--- config.mk ---
export PLATFORM = sky130hd
export DESIGN_NAME = lmd_window
export DESIGN_NICKNAME = d
export VERILOG_FILES = /design/src/rtl/lmd_pkg.sv /design/src/rtl/lmd_window.sv
export SDC_FILE = /design/constraint.sdc
export NUM_CORES = 1
export LEC_CHECK = 0
export BUFFER_PORTS_ARGS = -buffer_cell sky130_fd_sc_hd__buf_2
export CAP_MARGIN = 20
export CORE_MARGIN = 2
export CORE_UTILIZATION = 38
export CTS_CLUSTER_SIZE = 40
export DETAILED_ROUTE_END_ITERATION = 10
export GPL_ROUTABILITY_DRIVEN = 0
export PLACE_DENSITY_LB_ADDON = 0.3
export SYNTH_ARGS = -nofsm -noshare
export SYNTH_HDL_FRONTEND = slang
export SYNTH_SLANG_ARGS = --single-unit
--- constraint.sdc ---
create_clock -name clk -period 4.15 [get_ports clk]
set_input_delay 0.83 -clock clk [delete_from_list [all_inputs] [get_ports clk]]
set_output_delay 0.83 -clock clk [all_outputs]
set_load 0.01 [all_outputs]
--- src/rtl/lmd_pkg.sv ---
package lmd_pkg;

	// Geometry and pixel format
	localparam int MAX_WIDTH  = 1024;
	localparam int MAX_HEIGHT = 4096;
	localparam int PIXEL_BITS = 16;
	localparam int COL_W      = $clog2(MAX_WIDTH);
	localparam int ROW_W      = $clog2(MAX_HEIGHT);

	// Configuration registers
	localparam int FW_W    = 11;
	localparam int FH_W    = 13;
	localparam int PEAK_W  = 16;
	localparam int CFG_W   = 16;
	localparam int IDX_W   = 2;
	localparam int FW_RESET   = 640;
	localparam int FH_RESET   = 480;
	localparam int PEAK_RESET = 40;

	typedef enum logic [IDX_W-1:0] {
		REG_FRAME_WIDTH  = 2'd0,
		REG_FRAME_HEIGHT = 2'd1,
		REG_MIN_PEAK     = 2'd2
	} reg_idx_t;

	// Result fields
	localparam int PCOL_W     = 10;
	localparam int PROW_W     = 12;
	localparam int TOTAL_W    = 22;
	localparam int OUT_BITS   = PCOL_W + PROW_W + TOTAL_W;
	localparam int OUT_DATA_W = ((OUT_BITS + 7) / 8) * 8;
	localparam int IN_DATA_W  = ((PIXEL_BITS + 7) / 8) * 8;

	localparam logic RECORD_POINT = 1'b0;
	localparam logic RECORD_END   = 1'b1;

	typedef logic [PIXEL_BITS-1:0] pix_t;

	// One new window column: two stored lines and the incoming pixel
	typedef struct packed {
		pix_t top;
		pix_t mid;
		pix_t bot;
	} lmd_col_t;

endpackage

--- src/rtl/lmd_window.sv ---
module lmd_window (
	input  logic                       clk,
	input  logic                       arst_n,
	input  logic                       adv,
	input  lmd_pkg::lmd_col_t          col,
	input  logic [lmd_pkg::PEAK_W-1:0] min_peak,
	output logic                       peak
);

	lmd_pkg::pix_t win_q [9];
	lmd_pkg::pix_t nxt [9];
	logic [8:0]    ge;

	// Shift the window left and bring in the new column
	always_comb begin
		nxt[0] = win_q[1];
		nxt[1] = win_q[2];
		nxt[2] = col.top;
		nxt[3] = win_q[4];
		nxt[4] = win_q[5];
		nxt[5] = col.mid;
		nxt[6] = win_q[7];
		nxt[7] = win_q[8];
		nxt[8] = col.bot;
	end

	// Centre must be at least every neighbor and the threshold
	always_comb begin
		for (int k = 0; k < 9; k++) begin
			ge[k] = nxt[4] >= nxt[k];
		end
	end

	assign peak = (&ge) && (32'(nxt[4]) >= 32'(min_peak));

	always_ff @(posedge clk or negedge arst_n) begin
		if (!arst_n) begin
			for (int k = 0; k < 9; k++) begin
				win_q[k] <= '0;
			end
		end else if (adv) begin
			for (int k = 0; k < 9; k++) begin
				win_q[k] <= nxt[k];
			end
		end
	end

endmodule

==> reports/qor.yml, run 1 <==
worst_setup_path:
  cp_data_required_time_ns: 3.32
  crit_path_frequent_cell: "nand4_1"
  critPathMaxStageDelay_ns: 0.55
  critPathTopFamily: "simple AND/OR/NAND/NOR gates"
  cp-end-kind: "output pin"
  crit_slowest_cell: "dfrtp_1"
  setup.worst_path.start_class: "register"
  cp_max_fo: 11
  worstPathCellList: "ha_1 -> nand4_1 -> nand3b_1 -> or4_1 -> o2111ai_1 -> nand4_1 -> nor4_2 -> buf_2"
  path_buf_inv: 1
  criticalPathCategory: "register to output pin"
  arrival_ns: 2.92
  ff2ff_setup_slack_ns: 3.11
sta:
  hold_violations: 0
  skew_ns: 0.00232
  drv_slew: 0
  rsz0062_at_grt: "no"
  finalSetupViolCount: 0
  layout_min_cycle_time_ns: 3.75
  slew_headroom_pct: 33.1
  tns_ns: 0
  max_slew.worst_pin.slew_ns: 1.00
  finalHoldWorstSlack_ns: 0.477
  period_share_pct: 90.3
  fmax_ghz: 0.267
  fin_ws_ns: 0.404
clock_network:
  htree_levels: 3
  cts_setup_buffers: 0
  clk_path_buf_depth: 2
  numCtsBuffers: 9
  cts_tree: "done"
  cts_root_buffer: "clkbuf_16"
  clock_latency_ns: 0.35
  ctsHoldBuffers: 0
  clkTransAtPathRegs_ns: 0.06
  cts-resized-gates: 0
  cts_sinks: 96
route:
  routed_wl_um: 15400
  drtIter0Drc: 247
  drt_first_pass_iters: 4
  drtAntennaViolNets: 0
  viasPerCell: 4.91
  num_vias: 5268
  drc: 0
  wire_per_inst_um: 14.3
yosys:
  yosysTopAreaCellShare_pct: 34.9
  ys_async_sr_fraction_pct: 100
  synth_nets: 981
  netlist-cell-type-count: 43
  synth.area.top_cells: "dfrtp_1 35%, ha_1 26%, inv_1 7.6%"
  synth_flop_cell: "dfrtp_1"
  synth.avg_cell_area_um2: 8.95
  yosysSeqAreaShare_pct: 34.9
  synth_seq_cells: 96
  synth_edf_count: 0
  syn-instance-count: 770
  synth_top_area_cell: "dfrtp_1"
  synth_area_mm2: 0.00689
  yosys_warnings: 0
layout:
  ff_latch_area_mm2: 0.00240
  stdcell_count: 1074
  largest_reg_flops: 96
  final_nets: 1051
  fillers: 1817
  area_growth_pct: 13.5
  multi_input_area_mm2: 0.00389
  layout_commonest_cell: "ha_1"
  final_cell_mix: "144 x ha_1, 140 x inv_1, 98 x o21ai_0, 96 x nand2_1, 96 x dfrtp_1"
  final_layout_size_suffix_gt1_share_pct: 13.9
floorplanning:
  ios: 68
  rows: 49
  die_h_um: 139
  design.core.area_mm2: 0.0179
  die_w_um: 139
  initial_core_util_pct: 38.5
  fp.dieArea_mm2: 0.0192
global_route:
  grt_overflow: 0
  grt_start_max_net_pins: 108
  grt_pass1_wl_um: 26300
  grt_use_total_pct: 17.0
  antenna_found_initial: 0
  grt_pass1_vias: 5292
power_and_ir_drop:
  peakVddDrop_uv: 266
  power_frac_clock_pct: 29.7
  totalPowerFinal_uw: 2670
  intPower_uw: 1800
  power.density_mw_per_mm2: 341
  combPwrFrac_pct: 29.1
  switchingPower_uw: 867
  power.leakage_uw: 0.00412
  seqPwrFrac_pct: 41.2
  swShare_pct: 32.5
placed_design:
  preCtsSetupSlack_ns: 0.508
  place_hpwl_um: 11800
  numPortBuffers: 67
  placed_cells: 1058
worst_hold_path:
  holdCritPathClass: "register to register"
flow_run:
  drv_cap: 0
run_status:
  status: "finished, final reports clean"
-- metal layers --
metal	global-route usage, %	vias up	share of wire, %
met2	27.3	69	45
li1	-	2776	-
met5	0	-	0
met4	3.77	0	1.4
met3	3.97	14	3.6
met1	23.6	2409	50
-- cell type report --
cell class                      instances  area share (%)
Clock inverter                          3           0.224
Clock buffer                           12            3.28
Antenna cell                            1          0.0320
Timing Repair Buffer                   78            5.57
Tap cell                              229            3.66
Multi-Input combinational cell        515            49.8
Sequential cell                        96            30.7
Inverter                              140            6.72
-- tightest hold or removal path, delay by kind of cell, from the launching register on --
kind	cells	cell delay, ns
simple gates	1	0.05
flops	1	0.34
compound gates	1	0.06
-- metrics by stage --
step | cell area (µm²) | util (%)
4_1_cts | 7820 | 43.7
2_1_floorplan | 6890 | -
5_1_grt | 7820 | 43.7
3_3_place_gp | 7540 | 42.1
6_report | 7820 | 43.7
3_5_place_dp | 7540 | 42.1
-- logic make-up (layout without fill, tap and decap cells) --
kind of cell	after synthesis	count (layout)	synth area share [%]
AO/OA/AOI/OAI	201	201	17.2
buffers and inverters	159	233	8.66
AND/OR/NAND/NOR	150	150	9.86
adder cells (fa/ha/maj)	144	144	26.1
flip-flops	96	96	34.9
multiplexers	20	20	3.27
other	0	1	0
-- Yosys cell counts, types with 4 or more instances --
cell,count
ha_1,144
inv_1,140
o21ai_0,98
dfrtp_1,96
nand2_1,96
a21oi_1,37
mux2_2,20
clkbuf_1,18
a21o_1,17
nor2_1,15
o21ai_1,13
a211oi_1,12
nand4_1,12
nor2b_1,5
a41oi_1,4
nor3_1,4
-- final timing paths --
check                                    startpoint                  end  depth (start not counted)
worst max register to register  nxt[70]$_DFFE_PN0P_  nxt[70]$_DFFE_PN0P_                          2
min in group asynchronous                    arst_n  nxt[16]$_DFFE_PN0P_                          1
max in group asynchronous                    arst_n  nxt[78]$_DFFE_PN0P_                          2
worst min-delay path            nxt[18]$_DFFE_PN0P_  nxt[34]$_DFFE_PN0P_                          2
worst max-delay path            nxt[77]$_DFFE_PN0P_                 peak                          8
worst min register to register  nxt[18]$_DFFE_PN0P_  nxt[34]$_DFFE_PN0P_                          2
-- power groups by stage --
| stage | logic, µW | registers [µW] | clock network, µW |
|---|---|---|---|
| floorplan | 530 | 1110 | 0 |
| global placement | 761 | 1120 | 0 |
| detailed placement | 779 | 1120 | 0 |
| CTS | 786 | 1100 | 824 |
| global route | 917 | 1110 | 864 |
| finish | 777 | 1100 | 794 |
(Power assumes the default switching activity.)
==> run 2, diff against run 1 <==
--- a/config.mk
+++ b/config.mk
@@ -12,7 +12,7 @@
 export CTS_CLUSTER_SIZE = 40
 export DETAILED_ROUTE_END_ITERATION = 10
 export GPL_ROUTABILITY_DRIVEN = 0
-export PLACE_DENSITY_LB_ADDON = 0.3
+export GPL_TIMING_DRIVEN = 1
 export SYNTH_ARGS = -nofsm -noshare
 export SYNTH_HDL_FRONTEND = slang
 export SYNTH_SLANG_ARGS = --single-unit
==> run 2 against run 1 <==
Compared with the run above: clock skew increased by 0.0050 ns; die area is the same; cell count up 0.28%; maximum frequency down 0.75%; largest cell class unchanged; sequential power barely moved; non-clock buffer count grew 3; critical path type unchanged; count of clock-buffer cells in the layout fell by 2; register-to-register slack about the same; sequential share of layout area shrank 0.078 points; via count rose by 0.57%; final area is 0.26% higher.
==> reports/qor.yml, run 2 (same netlist as run 1, synthesis figures left out) <==
run_status:
  status: "finished, final reports clean"
placed_design:
  numPortBuffers: 67
  placed_cells: 1061
  place_hpwl_um: 11600
  place_area_mm2: 0.00757
worst_setup_path:
  crit_slowest_cell: "dfrtp_1"
  cp-end-kind: "output pin"
  setup.worst_path.start_class: "register"
  arrival_ns: 2.94
  cp_data_required_time_ns: 3.32
  worstPathCellList: "ha_1 -> and4_1 -> nand3b_1 -> or4_1 -> o2111ai_1 -> nand4_1 -> nor4_2 -> buf_2"
  critPathMaxStageDelay_ns: 0.55
  criticalPathCategory: "register to output pin"
  cp_max_fo: 11
power_and_ir_drop:
  power.density_mw_per_mm2: 341
  power.leakage_uw: 0.00413
  peakVddDrop_uv: 204
clock_network:
  clk_path_buf_depth: 2
  numCtsBuffers: 9
  cts_setup_buffers: 0
  cts_sinks: 96
  clock_latency_ns: 0.36
  clkTransAtPathRegs_ns: 0.07
  cts_tree: "done"
  htree_levels: 3
  ctsHoldBuffers: 0
  cts_root_buffer: "clkbuf_16"
  cts-resized-gates: 0
route:
  num_vias: 5298
  viasPerCell: 4.92
  drtIter0Drc: 305
  drc: 0
  drt_first_pass_iters: 5
  wire_per_inst_um: 14.3
  routed_wl_um: 15400
  drtAntennaViolNets: 0
global_route:
  grt_use_total_pct: 17.3
  grt_overflow: 0
  grt_pass1_wl_um: 26600
  antenna_found_initial: 0
  grt_start_max_net_pins: 109
  grt_pass1_vias: 5234
sta:
  max_slew.worst_pin.slew_ns: 1.05
  slew_headroom_pct: 29.7
  fmax_ghz: 0.265
  skew_ns: 0.00733
  tns_ns: 0
  period_share_pct: 90.9
  drv_slew: 0
  layout_min_cycle_time_ns: 3.77
  rsz0062_at_grt: "no"
  finalSetupViolCount: 0
  hold_violations: 0
layout:
  final_nets: 1054
  area_growth_pct: 13.7
  layout_commonest_cell: "ha_1"
  final_cell_mix: "144 x ha_1, 140 x inv_1, 98 x o21ai_0, 96 x nand2_1, 96 x dfrtp_1"
  final_area_mm2: 0.00784
  largest_reg_flops: 96
  final_layout_size_suffix_gt1_share_pct: 14.3
  stdcell_count: 1077
  n_antenna_cell: 0
floorplanning:
  design.core.area_mm2: 0.0179
  die_w_um: 139
  initial_core_util_pct: 38.5
  ios: 68
  rows: 49
  die_h_um: 139
  fp.dieArea_mm2: 0.0192
worst_hold_path:
  holdCritPathClass: "register to register"
flow_run:
  drv_cap: 0
[run 2: cell types whose count changed in the layout (fill, tap and decap cells not counted)]
cell and delta:
clkbuf_8 -2, buf_4 +3, clkinv_4 +1, inv_6 +1, diode_2 -1, clkinvlp_4 +2, clkinv_2 -1
[run 2: final timing paths]
path | start | to | slack (ns) | cells after the start
worst max register to register | nxt[77]$_DFFE_PN0P_ | nxt[77]$_DFFE_PN0P_ | 3.10 | 2
worst max-delay path | nxt[68]$_DFFE_PN0P_ | peak | 0.38 | 8
min in group asynchronous | arst_n | nxt[23]$_DFFE_PN0P_ | 0.58 | 1
max in group asynchronous | arst_n | nxt[47]$_DFFE_PN0P_ | 2.78 | 2
worst min register to register | nxt[18]$_DFFE_PN0P_ | nxt[34]$_DFFE_PN0P_ | 0.48 | 2
worst min-delay path | nxt[18]$_DFFE_PN0P_ | nxt[34]$_DFFE_PN0P_ | 0.48 | 2
[run 2: worst max-delay path, delay by kind of cell (launching register included)]
family                     cells  cell delay (ns)
and+or+nand+nor                5             1.31
DFF                            1             0.55
adders and majority gates      1             0.37
buffers and inverters          1             0.20
AOI/OAI and AO/OA              1             0.16
[run 2: cell type report]
class                           instances  area (µm²)
Sequential cell                        96        2400
Timing Repair Buffer                   81         458
Tap cell                              229         287
Inverter                              140         526
Fill cell                            1819       10100
Clock buffer                           10         229
Clock inverter                          6        45.0
Multi-Input combinational cell        515        3890
[run 2: metrics by stage]
| stage | hold slack [ns] | setup WS, ns | util [%] | total power (µW) |
|---|---|---|---|---|
| after CTS | 0.481 | 0.309 | 43.8 | 2720 |
| final | 0.477 | 0.376 | 43.8 | 2680 |
| after global routing | 0.508 | 0.217 | 43.8 | 2900 |
| after detailed placement | 0.464 | 0.507 | 42.3 | 1900 |
| after floorplan | 0.450 | 1.05 | - | 1640 |
| after global placement | 0.457 | 0.533 | 42.3 | 1880 |
[run 2: layer usage]
layer,global-route usage (%),up-vias,part of all wire (%)
met1,24.4,2410,50
met3,3.94,11,4.7
met4,4.57,0,0.66
met5,0,-,0
li1,-,2786,-
met2,26.9,91,44
[run 2: report_power, final]
part           switching [µW]  internal [µW]
clock                     389            409
sequential               60.1           1030
combinational             446            338
==> run 3, diff against run 2 <==
--- a/config.mk
+++ b/config.mk
@@ -5,9 +5,11 @@
 export SDC_FILE = /design/constraint.sdc
 export NUM_CORES = 1
 export LEC_CHECK = 0
+export ABC_AREA = 1
 export BUFFER_PORTS_ARGS = -buffer_cell sky130_fd_sc_hd__buf_2
 export CAP_MARGIN = 20
-export CORE_MARGIN = 2
+export CORE_ASPECT_RATIO = 0.8
+export CORE_MARGIN = 5
 export CORE_UTILIZATION = 38
 export CTS_CLUSTER_SIZE = 40
 export DETAILED_ROUTE_END_ITERATION = 10
==> run 3 against run 2 <==
Compared with the run above: area after synthesis rose by 3.8%; utilization rose by 0.21 points; hold slack improved by 0.0019 ns; clock skew barely moved; wire length rose by 6.6%; critical endpoint unchanged; largest cell class unchanged; largest power group unchanged; highest routed layer unchanged.
==> reports/qor.yml, run 3 <==
run_status:
  status: "finished, final reports clean"
sta:
  layout_min_cycle_time_ns: 3.40
  tns_ns: 0
  slew_headroom_pct: 29.8
  period_share_pct: 81.9
  finalSetupViolCount: 0
  rsz0062_at_grt: "no"
  hold_violations: 0
  max_slew.worst_pin.slew_ns: 1.05
  fmax_ghz: 0.294
  drv_slew: 0
  skew_ns: 0.00717
yosys:
  synth_top_area_cell: "dfrtp_1"
  synth.avg_cell_area_um2: 7.65
  yosys_warnings: 0
  yosysSeqAreaShare_pct: 33.6
  syn-instance-count: 935
  ys_async_sr_fraction_pct: 100
  yosysTopAreaCellShare_pct: 33.6
  synth_edf_count: 0
  synth_flop_cell: "dfrtp_1"
  synth_seq_cells: 96
  synth.area.top_cells: "dfrtp_1 34%, ha_1 25%, nand2_1 12%"
  ys_top_cells_by_count: "220 x nand2_1, 176 x inv_1, 144 x ha_1"
  synth_nets: 1146
  synth_area_mm2: 0.00715
  netlist-cell-type-count: 27
  synth.most_common_cell: "nand2_1"
layout:
  fillers: 1892
  n_antenna_cell: 0
  final_layout_size_suffix_gt1_share_pct: 9.72
  multi_input_area_mm2: 0.00398
  final_nets: 1207
  layout_commonest_cell: "nand2_1"
  area_growth_pct: 12.8
  final_cell_mix: "220 x nand2_1, 176 x inv_1, 144 x ha_1, 96 x dfrtp_1, 91 x o21ai_0"
  final_area_mm2: 0.00807
  ff_latch_area_mm2: 0.00240
  largest_reg_flops: 96
worst_setup_path:
  cp-end-kind: "output pin"
  crit-reg2reg-capture: "nxt[64]$_DFFE_PN0P_"
  crit_path_frequent_cell: "nand2_1"
  crit-reg2reg-launch: "nxt[64]$_DFFE_PN0P_"
  r2r_cells: 2
  cp_max_fo: 11
  setup.worst_path.start_class: "register"
  ff2ff_setup_slack_ns: 3.14
  crit_slowest_cell: "dfrtp_1"
  cp_data_required_time_ns: 3.32
  worstPathCellList: "ha_1 -> nand2_1 -> nor2_1 -> and2_1 -> nor2_1 -> nand2_1 -> nand2_1 -> nand2_1 -> nand2_1 -> nor2_1 -> nand3_1 -> nor2_1 -> buf_2"
  criticalPathCategory: "register to output pin"
  critPathMaxStageDelay_ns: 0.59
  startpoint: "nxt[67]$_DFFE_PN0P_"
  arrival_ns: 2.57
route:
  drc: 0
  wl_met3_um: 617
  num_vias: 5773
  wire_per_inst_um: 13.1
  top_layer_used: "met4"
  routed_wl_um: 16400
  drt_first_pass_iters: 5
  wl_met2_um: 6920
  wl_met1_um: 8750
  viasPerCell: 4.61
  drtIter0Drc: 301
  drtAntennaViolNets: 0
global_route:
  grt_start_max_net_pins: 119
  antenna_found_initial: 0
  grt_overflow: 0
  grt_use_total_pct: 16.1
  grt_pass1_vias: 5524
  grt_pass1_wl_um: 28000
worst_hold_path:
  whs_endpoint: "nxt[143]$_DFFE_PN0P_"
  whs_path_depth: 2
  worstHoldStart: "nxt[127]$_DFFE_PN0P_"
  holdCritPathClass: "register to register"
clock_network:
  clk_path_buf_depth: 2
  cts_root_buffer: "clkbuf_16"
  cts_sinks: 96
  cts_tree: "done"
  clock_latency_ns: 0.35
  ctsHoldBuffers: 0
  clkTransAtPathRegs_ns: 0.06
  numCtsBuffers: 9
  htree_levels: 3
  cts_setup_buffers: 0
  cts-resized-gates: 0
floorplanning:
  die_w_um: 163
  initial_core_util_pct: 39.0
  fp.dieArea_mm2: 0.0217
  die_h_um: 133
  ios: 68
  rows: 44
  design.core.area_mm2: 0.0183
power_and_ir_drop:
  peakVddDrop_uv: 195
  power.density_mw_per_mm2: 340
  totalPowerFinal_uw: 2750
  power.leakage_uw: 0.00445
placed_design:
  place_area_mm2: 0.00777
  numPortBuffers: 67
  place_hpwl_um: 12300
flow_run:
  drv_cap: 0
==> run 3: cell types whose count changed in the layout (fill, tap and decap cells not counted), moves of 12 or more <==
cell / previous run / this run
inv_1: 140 / 176
a211oi_1: 12 / 0
nand2_1: 96 / 220
a21o_1: 17 / 1
a21oi_1: 37 / 81
nor2_1: 15 / 49
mux2_2: 20 / 0
==> run 3: area by class of cell <==
cell class	instances	area share, %
Multi-Input combinational cell	635	49.3
Tap cell	253	3.92
Clock inverter	4	0.900
Inverter	183	8.51
Sequential cell	96	29.8
Clock buffer	9	2.79
Timing Repair Buffer	71	4.75
==> run 3: power breakdown <==
| part | internal [µW] | leakage, µW | switching, µW |
|---|---|---|---|
| Sequential | 1030 | 0.00115 | 90.6 |
| Clock | 518 | 0.000143 | 368 |
| Combinational | 301 | 0.00315 | 440 |
| Total | 1850 | 0.00445 | 899 |
==> run 3: layer usage <==
layer,vias to the layer above,GRT usage [%]
met5,-,0
li1,3121,-
met3,7,3.58
met2,85,24.2
met4,0,2.65
met1,2560,24.1
==> run 3: cells by family (layout without fill, tap and decap cells) <==
group           Yosys count  after routing  synth area share [%]
buf+inv                 204            267                  10.8
compound gates          188            188                  13.5
fa+ha+maj               144            144                  25.2
flops                    96             96                  33.6
simple gates            303            303                  16.9
==> run 3: through the flow <==
stage / std cells / util (%) / hold slack [ns] / worst slack [ns]
floorplan: 935 / - / 0.450 / 1.38
global placement: 1238 / 42.4 / 0.459 / 0.848
detailed placement: 1238 / 42.4 / 0.462 / 0.835
CTS: 1251 / 44.0 / 0.479 / 0.696
global route: 1251 / 44.0 / 0.514 / 0.595
finish: 1251 / 44.0 / 0.479 / 0.749
==> run 3: worst max-delay path, delay by kind of cell (launching register included) <==
kind	cells	cell delay, ns
simple gates	11	1.05
buf+inv	1	0.16
fa+ha+maj	1	0.41
flops	1	0.59
==> run 3: worst max path at each step <==
stage | endpoint | slack [ns] | cells after the start
final | peak | 0.75 | 13
after CTS | peak | 0.70 | 13
after detailed placement | peak | 0.84 | 15
after floorplan | peak | 1.38 | 13
after global routing | peak | 0.60 | 13
after global placement | peak | 0.85 | 15
